File: src/sv/reload_down_timer_regs_core_assert.svh
// assertion macros for the reload down-timer register block
// used by the core and the timer datapath, no other dependencies
`ifndef RELOAD_DOWN_TIMER_REGS_CORE_ASSERT_SVH
`define RELOAD_DOWN_TIMER_REGS_CORE_ASSERT_SVH
`ifndef SYNTHESIS
// same-cycle implication
`define RDT_ASSERT_IMP(name, clk, rst, ante, cons, msg) \
   name: assert property (@(posedge clk) disable iff (rst) (ante) |-> (cons)) \
      else $error(msg);
// next-cycle implication
`define RDT_ASSERT_NXT(name, clk, rst, ante, cons, msg) \
   name: assert property (@(posedge clk) disable iff (rst) (ante) |=> (cons)) \
      else $error(msg);
`else
`define RDT_ASSERT_IMP(name, clk, rst, ante, cons, msg)
`define RDT_ASSERT_NXT(name, clk, rst, ante, cons, msg)
`endif
`endif

File: src/sv/rdt_pkg.sv
// shared types and constants for the reload down-timer register block
// no dependencies
package rdt_pkg;

   // fixed field widths of the request and response channels
   localparam int CMD_W  = 2;
   localparam int IDX_W  = 2;
   localparam int DATA_W = 24;
   localparam int WIDE_W = 32;

   // defaults for the top level parameters
   localparam int COUNT_WIDTH_DEF = 24;
   localparam int REF_DIVIDE_DEF  = 8;

   // control register layout
   localparam int CTL_W        = 4;
   localparam int CTL_EN_BIT   = 0;
   localparam int CTL_INT_BIT  = 1;
   localparam int CTL_CLK_BIT  = 2;
   localparam int CTL_ONE_BIT  = 3;
   localparam int FLAG_BIT     = 16;

   typedef enum logic [CMD_W-1:0] {
      CMD_TICK  = 2'd0,
      CMD_READ  = 2'd1,
      CMD_WRITE = 2'd2
   } cmd_type;

   typedef enum logic [IDX_W-1:0] {
      REG_CTRL    = 2'd0,
      REG_RELOAD  = 2'd1,
      REG_CURRENT = 2'd2,
      REG_ELAPSED = 2'd3
   } reg_index_type;

   typedef struct packed {
      logic [CMD_W-1:0]  cmd;
      logic [IDX_W-1:0]  reg_index;
      logic [DATA_W-1:0] write_data;
   } rdt_req_type;

   typedef struct packed {
      logic [DATA_W-1:0] read_data;
      logic              interrupt_pulse;
   } rdt_rsp_type;

endpackage

File: src/sv/rdt_req_if.sv
// request channel of the reload down-timer register block
// depends on rdt_pkg for field widths
interface rdt_req_if;
   logic                        valid;
   logic                        ready;
   logic [rdt_pkg::CMD_W-1:0]   cmd;
   logic [rdt_pkg::IDX_W-1:0]   reg_index;
   logic [rdt_pkg::DATA_W-1:0]  write_data;

   modport source (output valid, output cmd, output reg_index, output write_data,
                   input ready);
   modport sink (input valid, input cmd, input reg_index, input write_data,
                 output ready);
endinterface

File: src/sv/rdt_rsp_if.sv
// response channel of the reload down-timer register block
// depends on rdt_pkg for field widths
interface rdt_rsp_if;
   logic                        valid;
   logic                        ready;
   logic [rdt_pkg::DATA_W-1:0]  read_data;
   logic                        interrupt_pulse;

   modport source (output valid, output read_data, output interrupt_pulse,
                   input ready);
   modport sink (input valid, input read_data, input interrupt_pulse,
                 output ready);
endinterface

File: src/sv/reload_down_timer_regs_core.sv
// Reload down-timer behind four registers (control, reload, current value,
// elapsed). Every request is a core clock tick, a register read or a register
// write, and every request returns exactly one response, registered in the
// output or skid register and held while the response side holds off,
// carrying the read data and the interrupt pulse. One request is
// accepted per clock: the timer state updates in the accepting cycle and the
// response lands in an output register backed by a one-entry skid register,
// so the request side only stalls when both of those hold undelivered
// responses. COUNT_WIDTH sets the counter and reload width, REF_DIVIDE the
// prescale ratio of the divided clock source.
// depends on rdt_pkg, rdt_req_if, rdt_rsp_if, rdt_timer and the assertion header
`include "reload_down_timer_regs_core_assert.svh"

module reload_down_timer_regs_core #(
   parameter int COUNT_WIDTH = rdt_pkg::COUNT_WIDTH_DEF,
   parameter int REF_DIVIDE  = rdt_pkg::REF_DIVIDE_DEF
) (
   input  logic      clock,
   input  logic      reset,
   rdt_req_if.sink   req_port,
   rdt_rsp_if.source rsp_port
);
   import rdt_pkg::*;

   rdt_req_type req;
   rdt_rsp_type result;
   logic        accept;
   logic        pop;

   logic        out_valid_ff, out_valid_in;
   logic        skid_valid_ff, skid_valid_in;
   rdt_rsp_type out_ff, out_in;
   rdt_rsp_type skid_ff, skid_in;

   // request handshake
   assign req_port.ready = !skid_valid_ff;
   assign accept         = req_port.valid && req_port.ready;
   assign pop            = out_valid_ff && rsp_port.ready;

   assign req.cmd        = req_port.cmd;
   assign req.reg_index  = req_port.reg_index;
   assign req.write_data = req_port.write_data;

   rdt_timer #(
      .COUNT_WIDTH (COUNT_WIDTH),
      .REF_DIVIDE  (REF_DIVIDE)
   ) u_timer (
      .clock (clock),
      .reset (reset),
      .step  (accept),
      .req   (req),
      .rsp   (result)
   );

   // output register and skid slot
   always_comb begin
      out_valid_in  = out_valid_ff;
      skid_valid_in = skid_valid_ff;
      out_in        = out_ff;
      skid_in       = skid_ff;
      if (pop) begin
         out_valid_in = 1'b0;
      end
      if (skid_valid_ff) begin
         if (pop) begin
            out_in        = skid_ff;
            out_valid_in  = 1'b1;
            skid_valid_in = 1'b0;
         end
      end else if (accept) begin
         if (!out_valid_ff || pop) begin
            out_in       = result;
            out_valid_in = 1'b1;
         end else begin
            skid_in       = result;
            skid_valid_in = 1'b1;
         end
      end
   end

   always_ff @(posedge clock) begin
      if (reset) begin
         out_valid_ff  <= 1'b0;
         skid_valid_ff <= 1'b0;
      end else begin
         out_valid_ff  <= out_valid_in;
         skid_valid_ff <= skid_valid_in;
      end
      out_ff  <= out_in;
      skid_ff <= skid_in;
   end

   assign rsp_port.valid           = out_valid_ff;
   assign rsp_port.read_data       = out_ff.read_data;
   assign rsp_port.interrupt_pulse = out_ff.interrupt_pulse;

   // checks
   `RDT_ASSERT_NXT(a_accept_gives_rsp, clock, reset, accept, out_valid_ff,
                   "accepted request left no response")
   `RDT_ASSERT_IMP(a_skid_behind_out, clock, reset, skid_valid_ff, out_valid_ff,
                   "skid slot full with output empty")
   `RDT_ASSERT_NXT(a_skid_drains, clock, reset, skid_valid_ff && pop,
                   !skid_valid_ff && out_valid_ff, "skid slot did not drain")

endmodule

File: src/sv/rdt_timer.sv
// timer state and register file: counter, reload, control, flag, prescaler
// depends on rdt_pkg and the assertion macro header
`include "reload_down_timer_regs_core_assert.svh"

module rdt_timer #(
   parameter int COUNT_WIDTH = rdt_pkg::COUNT_WIDTH_DEF,
   parameter int REF_DIVIDE  = rdt_pkg::REF_DIVIDE_DEF
) (
   input  logic                 clock,
   input  logic                 reset,
   input  logic                 step,
   input  rdt_pkg::rdt_req_type req,
   output rdt_pkg::rdt_rsp_type rsp
);
   import rdt_pkg::*;

   localparam int DIV_W = (REF_DIVIDE > 2) ? $clog2(REF_DIVIDE) : 1;
   localparam logic [DIV_W-1:0] DIV_LAST = DIV_W'(REF_DIVIDE - 1);

   logic [CTL_W-1:0]       ctl_ff, ctl_in;
   logic                   flag_ff, flag_in;
   logic [COUNT_WIDTH-1:0] reload_ff, reload_in;
   logic [COUNT_WIDTH-1:0] cur_ff, cur_in;
   logic [DIV_W-1:0]       div_ff, div_in;

   logic [WIDE_W-1:0]      wdata_wide;
   logic [WIDE_W-1:0]      reload_wide;
   logic [WIDE_W-1:0]      cur_wide;
   logic [WIDE_W-1:0]      elapsed_wide;
   logic [COUNT_WIDTH-1:0] elapsed;
   logic [COUNT_WIDTH-1:0] cur_dec;
   logic                   cur_zero;
   logic                   cur_one;
   logic                   advance;

   // width adaptation between the 24-bit bus and the counter width
   assign wdata_wide   = WIDE_W'(req.write_data);
   assign reload_wide  = WIDE_W'(reload_ff);
   assign cur_wide     = WIDE_W'(cur_ff);
   assign elapsed      = reload_ff - cur_ff;
   assign elapsed_wide = WIDE_W'(elapsed);
   assign cur_dec      = cur_ff - COUNT_WIDTH'(1);
   assign cur_zero     = (cur_ff == '0);
   assign cur_one      = (cur_ff == COUNT_WIDTH'(1));

   // decide whether this tick reaches the counter, advance the prescaler when divided
   always_comb begin
      advance = 1'b0;
      div_in  = div_ff;
      if (step && req.cmd == CMD_TICK && ctl_ff[CTL_EN_BIT]) begin
         if (ctl_ff[CTL_CLK_BIT]) begin
            advance = 1'b1;
         end else if (div_ff == DIV_LAST) begin
            div_in  = '0;
            advance = 1'b1;
         end else begin
            div_in = div_ff + DIV_W'(1);
         end
      end
   end

   // register reads, writes and counter update
   always_comb begin
      ctl_in              = ctl_ff;
      flag_in             = flag_ff;
      reload_in           = reload_ff;
      cur_in              = cur_ff;
      rsp.read_data       = '0;
      rsp.interrupt_pulse = 1'b0;
      if (step) begin
         case (req.cmd)
            CMD_TICK: begin
               if (advance) begin
                  if (cur_zero) begin
                     cur_in = reload_ff;
                  end else begin
                     cur_in = cur_dec;
                     if (cur_one) begin
                        flag_in             = 1'b1;
                        rsp.interrupt_pulse = ctl_ff[CTL_INT_BIT];
                        // one-shot expiry stops and clears the timer
                        if (ctl_ff[CTL_ONE_BIT]) begin
                           ctl_in[CTL_EN_BIT]  = 1'b0;
                           ctl_in[CTL_INT_BIT] = 1'b0;
                           reload_in           = '0;
                           cur_in              = '0;
                        end
                     end
                  end
               end
            end
            CMD_READ: begin
               case (req.reg_index)
                  REG_CTRL: begin
                     rsp.read_data           = DATA_W'(ctl_ff);
                     rsp.read_data[FLAG_BIT] = flag_ff;
                     flag_in                 = 1'b0;
                  end
                  REG_RELOAD:  rsp.read_data = reload_wide[DATA_W-1:0];
                  REG_CURRENT: rsp.read_data = cur_wide[DATA_W-1:0];
                  REG_ELAPSED: rsp.read_data = elapsed_wide[DATA_W-1:0];
                  default:     rsp.read_data = '0;
               endcase
            end
            CMD_WRITE: begin
               case (req.reg_index)
                  REG_CTRL:   ctl_in    = req.write_data[CTL_W-1:0];
                  REG_RELOAD: reload_in = wdata_wide[COUNT_WIDTH-1:0];
                  REG_CURRENT: begin
                     cur_in  = '0;
                     flag_in = 1'b0;
                  end
                  default: ;
               endcase
            end
            default: ;
         endcase
      end
   end

   // state registers
   always_ff @(posedge clock) begin
      if (reset) begin
         ctl_ff    <= '0;
         flag_ff   <= 1'b0;
         reload_ff <= '0;
         cur_ff    <= '0;
         div_ff    <= '0;
      end else begin
         ctl_ff    <= ctl_in;
         flag_ff   <= flag_in;
         reload_ff <= reload_in;
         cur_ff    <= cur_in;
         div_ff    <= div_in;
      end
   end

   // checks
   `RDT_ASSERT_IMP(a_div_range, clock, reset, 1'b1, div_ff <= DIV_LAST, "prescaler out of range")
   `RDT_ASSERT_NXT(a_one_shot_stop, clock, reset, advance && cur_one && ctl_ff[CTL_ONE_BIT], !ctl_ff[CTL_EN_BIT] && cur_ff == '0 && reload_ff == '0, "one-shot expiry did not stop timer")
   `RDT_ASSERT_IMP(a_flag_source, clock, reset, $rose(flag_ff), $past(advance) && $past(cur_one), "count flag set without expiry")
   `RDT_ASSERT_IMP(a_irq_needs_int, clock, reset, rsp.interrupt_pulse, ctl_ff[CTL_INT_BIT] && advance, "interrupt without enable or tick")

endmodule
File: src/flat_wrapper.sv
// flat-port wrapper written by rule: the top's interface ports become plain ports
module reload_down_timer_regs_core_flat import rdt_pkg::*;
#(
   parameter int COUNT_WIDTH = rdt_pkg::COUNT_WIDTH_DEF,
   parameter int REF_DIVIDE  = rdt_pkg::REF_DIVIDE_DEF
)
  (clock, reset, req_port_valid, req_port_cmd, req_port_reg_index, req_port_write_data, req_port_ready, rsp_port_valid, rsp_port_read_data, rsp_port_interrupt_pulse, rsp_port_ready);
  rdt_req_if req_port_i ();
  rdt_rsp_if rsp_port_i ();
  input  logic clock;
  input  logic reset;
  input wire logic [$bits(req_port_i.valid)-1:0] req_port_valid;
  input wire logic [$bits(req_port_i.cmd)-1:0] req_port_cmd;
  input wire logic [$bits(req_port_i.reg_index)-1:0] req_port_reg_index;
  input wire logic [$bits(req_port_i.write_data)-1:0] req_port_write_data;
  output wire logic [$bits(req_port_i.ready)-1:0] req_port_ready;
  output wire logic [$bits(rsp_port_i.valid)-1:0] rsp_port_valid;
  output wire logic [$bits(rsp_port_i.read_data)-1:0] rsp_port_read_data;
  output wire logic [$bits(rsp_port_i.interrupt_pulse)-1:0] rsp_port_interrupt_pulse;
  input wire logic [$bits(rsp_port_i.ready)-1:0] rsp_port_ready;
  assign req_port_i.valid = req_port_valid;
  assign req_port_i.cmd = req_port_cmd;
  assign req_port_i.reg_index = req_port_reg_index;
  assign req_port_i.write_data = req_port_write_data;
  assign req_port_ready = req_port_i.ready;
  assign rsp_port_valid = rsp_port_i.valid;
  assign rsp_port_read_data = rsp_port_i.read_data;
  assign rsp_port_interrupt_pulse = rsp_port_i.interrupt_pulse;
  assign rsp_port_i.ready = rsp_port_ready;
  reload_down_timer_regs_core #(.COUNT_WIDTH(COUNT_WIDTH), .REF_DIVIDE(REF_DIVIDE)) u_core (.clock(clock), .reset(reset), .req_port(req_port_i), .rsp_port(rsp_port_i));
endmodule
File: config.mk
export PLATFORM = sky130hd
export DESIGN_NAME = reload_down_timer_regs_core_flat
export DESIGN_NICKNAME = d
export VERILOG_FILES = /design/src/sv/rdt_pkg.sv /design/src/sv/rdt_req_if.sv /design/src/sv/rdt_rsp_if.sv /design/src/sv/reload_down_timer_regs_core.sv /design/src/sv/rdt_timer.sv /design/src/flat_wrapper.sv
export VERILOG_INCLUDE_DIRS = /design/src /design/src/sv
export SDC_FILE = /design/constraint.sdc
export NUM_CORES = 1
export LEC_CHECK = 0
export BUFFER_PORTS_ARGS = -buffer_cell sky130_fd_sc_hd__clkbuf_2
export CAP_MARGIN = 20
export CORE_ASPECT_RATIO = 1.1
export CORE_UTILIZATION = 40
export CTS_BUF_LIST = sky130_fd_sc_hd__clkbuf_4 sky130_fd_sc_hd__clkbuf_8
export DETAILED_ROUTE_END_ITERATION = 10
export GPL_TIMING_DRIVEN = 0
export PLACE_DENSITY = 0.55
export SETUP_SLACK_MARGIN = 0.15
export SKIP_LAST_GASP = 1
export SLEW_MARGIN = 20
export SYNTH_ARGS = -nofsm -noshare
export SYNTH_HDL_FRONTEND = slang
export SYNTH_SLANG_ARGS = --single-unit
File: constraint.sdc
create_clock -name clock -period 3.2 [get_ports clock]
set_clock_uncertainty 0.2 [all_clocks]
set_input_delay 0.64 -clock clock [delete_from_list [all_inputs] [get_ports clock]]
set_output_delay 0.64 -clock clock [all_outputs]
set_load 0.02 [all_outputs]
==> results.cfg <==
[outcome]
status = complete, no violations

[timing]
worst_pin_slew_ps = 850
setup_viol = 0
finalMaxSlewViolations = 0
min_period_ps = 2950
relSlewSlack = 0.430
fin_crit_sh = 0.923
hold_viol = 0
max_freq_mhz = 339
rsz0062_at_grt = false

[drt]
antenna_left = 0
vias_per_cell = 5.74
wl_per_cell_um = 19.8
drc = 0
routed_wl_mm = 22.5
first_pass_iters = 5
vias = 6539
drtIter0Drc = 438

[worst_setup_path]
path_class = flip-flop to flip-flop
crit_family = compound AO/OA/AOI/OAI gates
cp_cell_sequence = inv_1 -> ha_2 -> o21ai_2 -> a21o_1 -> a21oi_2 -> a21oi_1 -> or4b_1 -> a31oi_2 -> o31ai_1
timing.critical_path.buf_inv = 1
crit_slowest_cell = or4b_1
crit_arrival_ps = 2880
startpoint_type = flip-flop
cp-end-kind = flip-flop
worstPathRequired_ps = 3130
slowest_delay_ps = 550
cp_max_fo = 5

[yosys]
synth.cell_area_sq_um = 6920
yosysTopAreaCell = edfxtp_1
syn-num-nets = 892
yosys.area.top_type_share = 0.217
ys_seq_elements = 108
synth.area.top_cells = edfxtp_1 22%, dfxtp_1 17%, a21oi_1 5.7%
ys_seq_area_frac = 0.385
synth-async-reset-ratio = 0
synth_edf_count = 50
yosysUniqueCellTypes = 73
ys_top_cells_by_count = 97 x nand2_1, 79 x a21oi_1, 71 x nor2_1
yosysWarnings = 0
syn_area_per_cell_sq_um = 8.36
post-synth-top-count-cell = nand2_1
ys.flop_type = dfxtp_1
synthCells = 828

[final_layout]
final_nets = 964
insertedDiodeCount = 0
syn_to_final_growth_pct = 14.9
post-route-util = 0.469
finalNonFillerCells = 1139
final_area_sq_um = 7960
layout-drive-gt1-share = 0.182

[clocking]
cts_tree = built
insertion_delay_ps = 400
cts.sinks = 108
cts-root-buf = clkbuf_8
hold_buffers = 0
clk_pin_slew_worst_paths_ps = 110
cts_buffer_depth = 2
htree_num_levels = 3
numCtsBuffers = 9

[hold_path]
hold_class = primary input to flip-flop

[floorplanning]
io_pins = 59
dieArea_sq_um = 17800
initial_core_util = 0.408
core-area_sq_um = 17000
fp.dieH_um = 140
rows = 50
die_x_um = 127

[pwr]
irDropWorstVdd_mv = 0.166
power_mw = 2.74
power_density_nw_per_um2 = 345
leakage_nw = 3.13

[place]
portBuffers = 58
post-place-cells = 1121
gp_congestion = 0.940
placed_cell_area_sq_um = 7540
post-dp-hpwl_mm = 17.5

[grt]
grt_max_degree = 26
grt_usage = 0.259
antenna_found_initial = 0
overflow = 0
grt_pass1_wl_mm = 35.0
grt_pass1_vias = 6077

[flow_run]
cap_violations = 0
==> layout make-up <==
class	count	area, sq um
fillers	1730	9000
multi-input cells	630	4070
flip-flops and latches	108	2680
repair buffers	61	333
well taps	234	293
plain buffers	48	221
inverters	42	158
clock buffers	10	138
clock inverters	6	71.3
==> cell families after synthesis <==
logic type               synth area share
XOR/XNOR                           0.0190
multiplexers                       0.0356
AO/OA/AOI/OAI                       0.244
adder cells (fa/ha/maj)            0.0589
buffers and inverters              0.0526
flip-flops                          0.385
AND/OR/NAND/NOR                     0.206
==> metal layers <==
layer	routed length, um	track usage
met5	0	0
met4	498	0.0909
met3	1320	0.0252
met2	10500	0.415
met1	10200	0.364
==> path summary, 6_finish.rpt <==
kind | start | to | slack [ps] | cells past startpoint
setup / recovery | u_core.u_timer.cur_ff[2] | u_core.rsp_port.read_data[17] | 250 | 9
hold / removal | rsp_port_ready | u_core.skid_valid_ff | 230 | 2
setup reg to reg | u_core.u_timer.cur_ff[2] | u_core.rsp_port.read_data[17] | 250 | 9
hold reg to reg | u_core.u_timer.div_ff[1] | u_core.u_timer.div_ff[1] | 290 | 2
==> worst register-to-register path, cell delays in order, from the launching register on <==
cell     delay (ps)
dfxtp_1         410
inv_1           120
ha_2            420
o21ai_2         100
a21o_1          200
a21oi_2         210
a21oi_1         140
or4b_1          550
a31oi_2         240
o31ai_1          90
==> flip-flops by register name, indices dropped and copies added (netlist names) <==
name	count
u_core.u_timer.reload_ff	24
u_core.rsp_port.interrupt_pulse	1
u_core.rsp_port.read_data	24
u_core.u_timer.cur_ff	24
u_core.rsp_port.valid	1
u_core.u_timer.flag_ff	1
u_core.skid_ff	25
u_core.u_timer.div_ff	3
u_core.u_timer.ctl_ff	4
u_core.skid_valid_ff	1
==> per-stage QoR <==
stage               TNS [ps]  hold slack (ps)  worst slack, ps
floorplan                  0              253              280
CTS                        0              217              153
global route               0              227              123
global placement      -39510              277            -1020
detailed placement    -15080              273             -691
finish                     0              229              248
==> where the power goes <==
part	internal [mW]	leakage (nW)	switching, mW
registers	1.47	0.984	0.0162
logic	0.121	2.04	0.234
clock network	0.391	0.107	0.507
==> cell usage in the layout (no fill, tap or decap), drive strengths merged, types with 7 or more instances in the layout <==
cell type | netlist | routed
clkbuf | 32 | 100
nand2 | 97 | 97
a21oi | 79 | 79
nor2 | 71 | 71
o21ai | 64 | 64
dfxtp | 58 | 58
edfxtp | 50 | 50
nand3 | 45 | 45
inv | 42 | 44
ha | 31 | 31
a31oi | 21 | 21
buf | 16 | 19
nor3 | 18 | 18
nand4 | 13 | 13
a21o | 11 | 11
mux2i | 10 | 10
o31ai | 10 | 10
xnor2 | 10 | 10
a211oi | 10 | 10
and2 | 10 | 10
mux2 | 9 | 9
a22oi | 8 | 8
o22ai | 8 | 8
nand2b | 7 | 7
==> what timing repair did <==
item	4_1_cts	5_1_grt
resized for setup	19	50
pin swaps	2	5
endpoints found under the hold margin	0	0
setup endpoints to repair	47	46
setup buffers	2	0
Note: power is estimated with default switching activity, not from simulation.
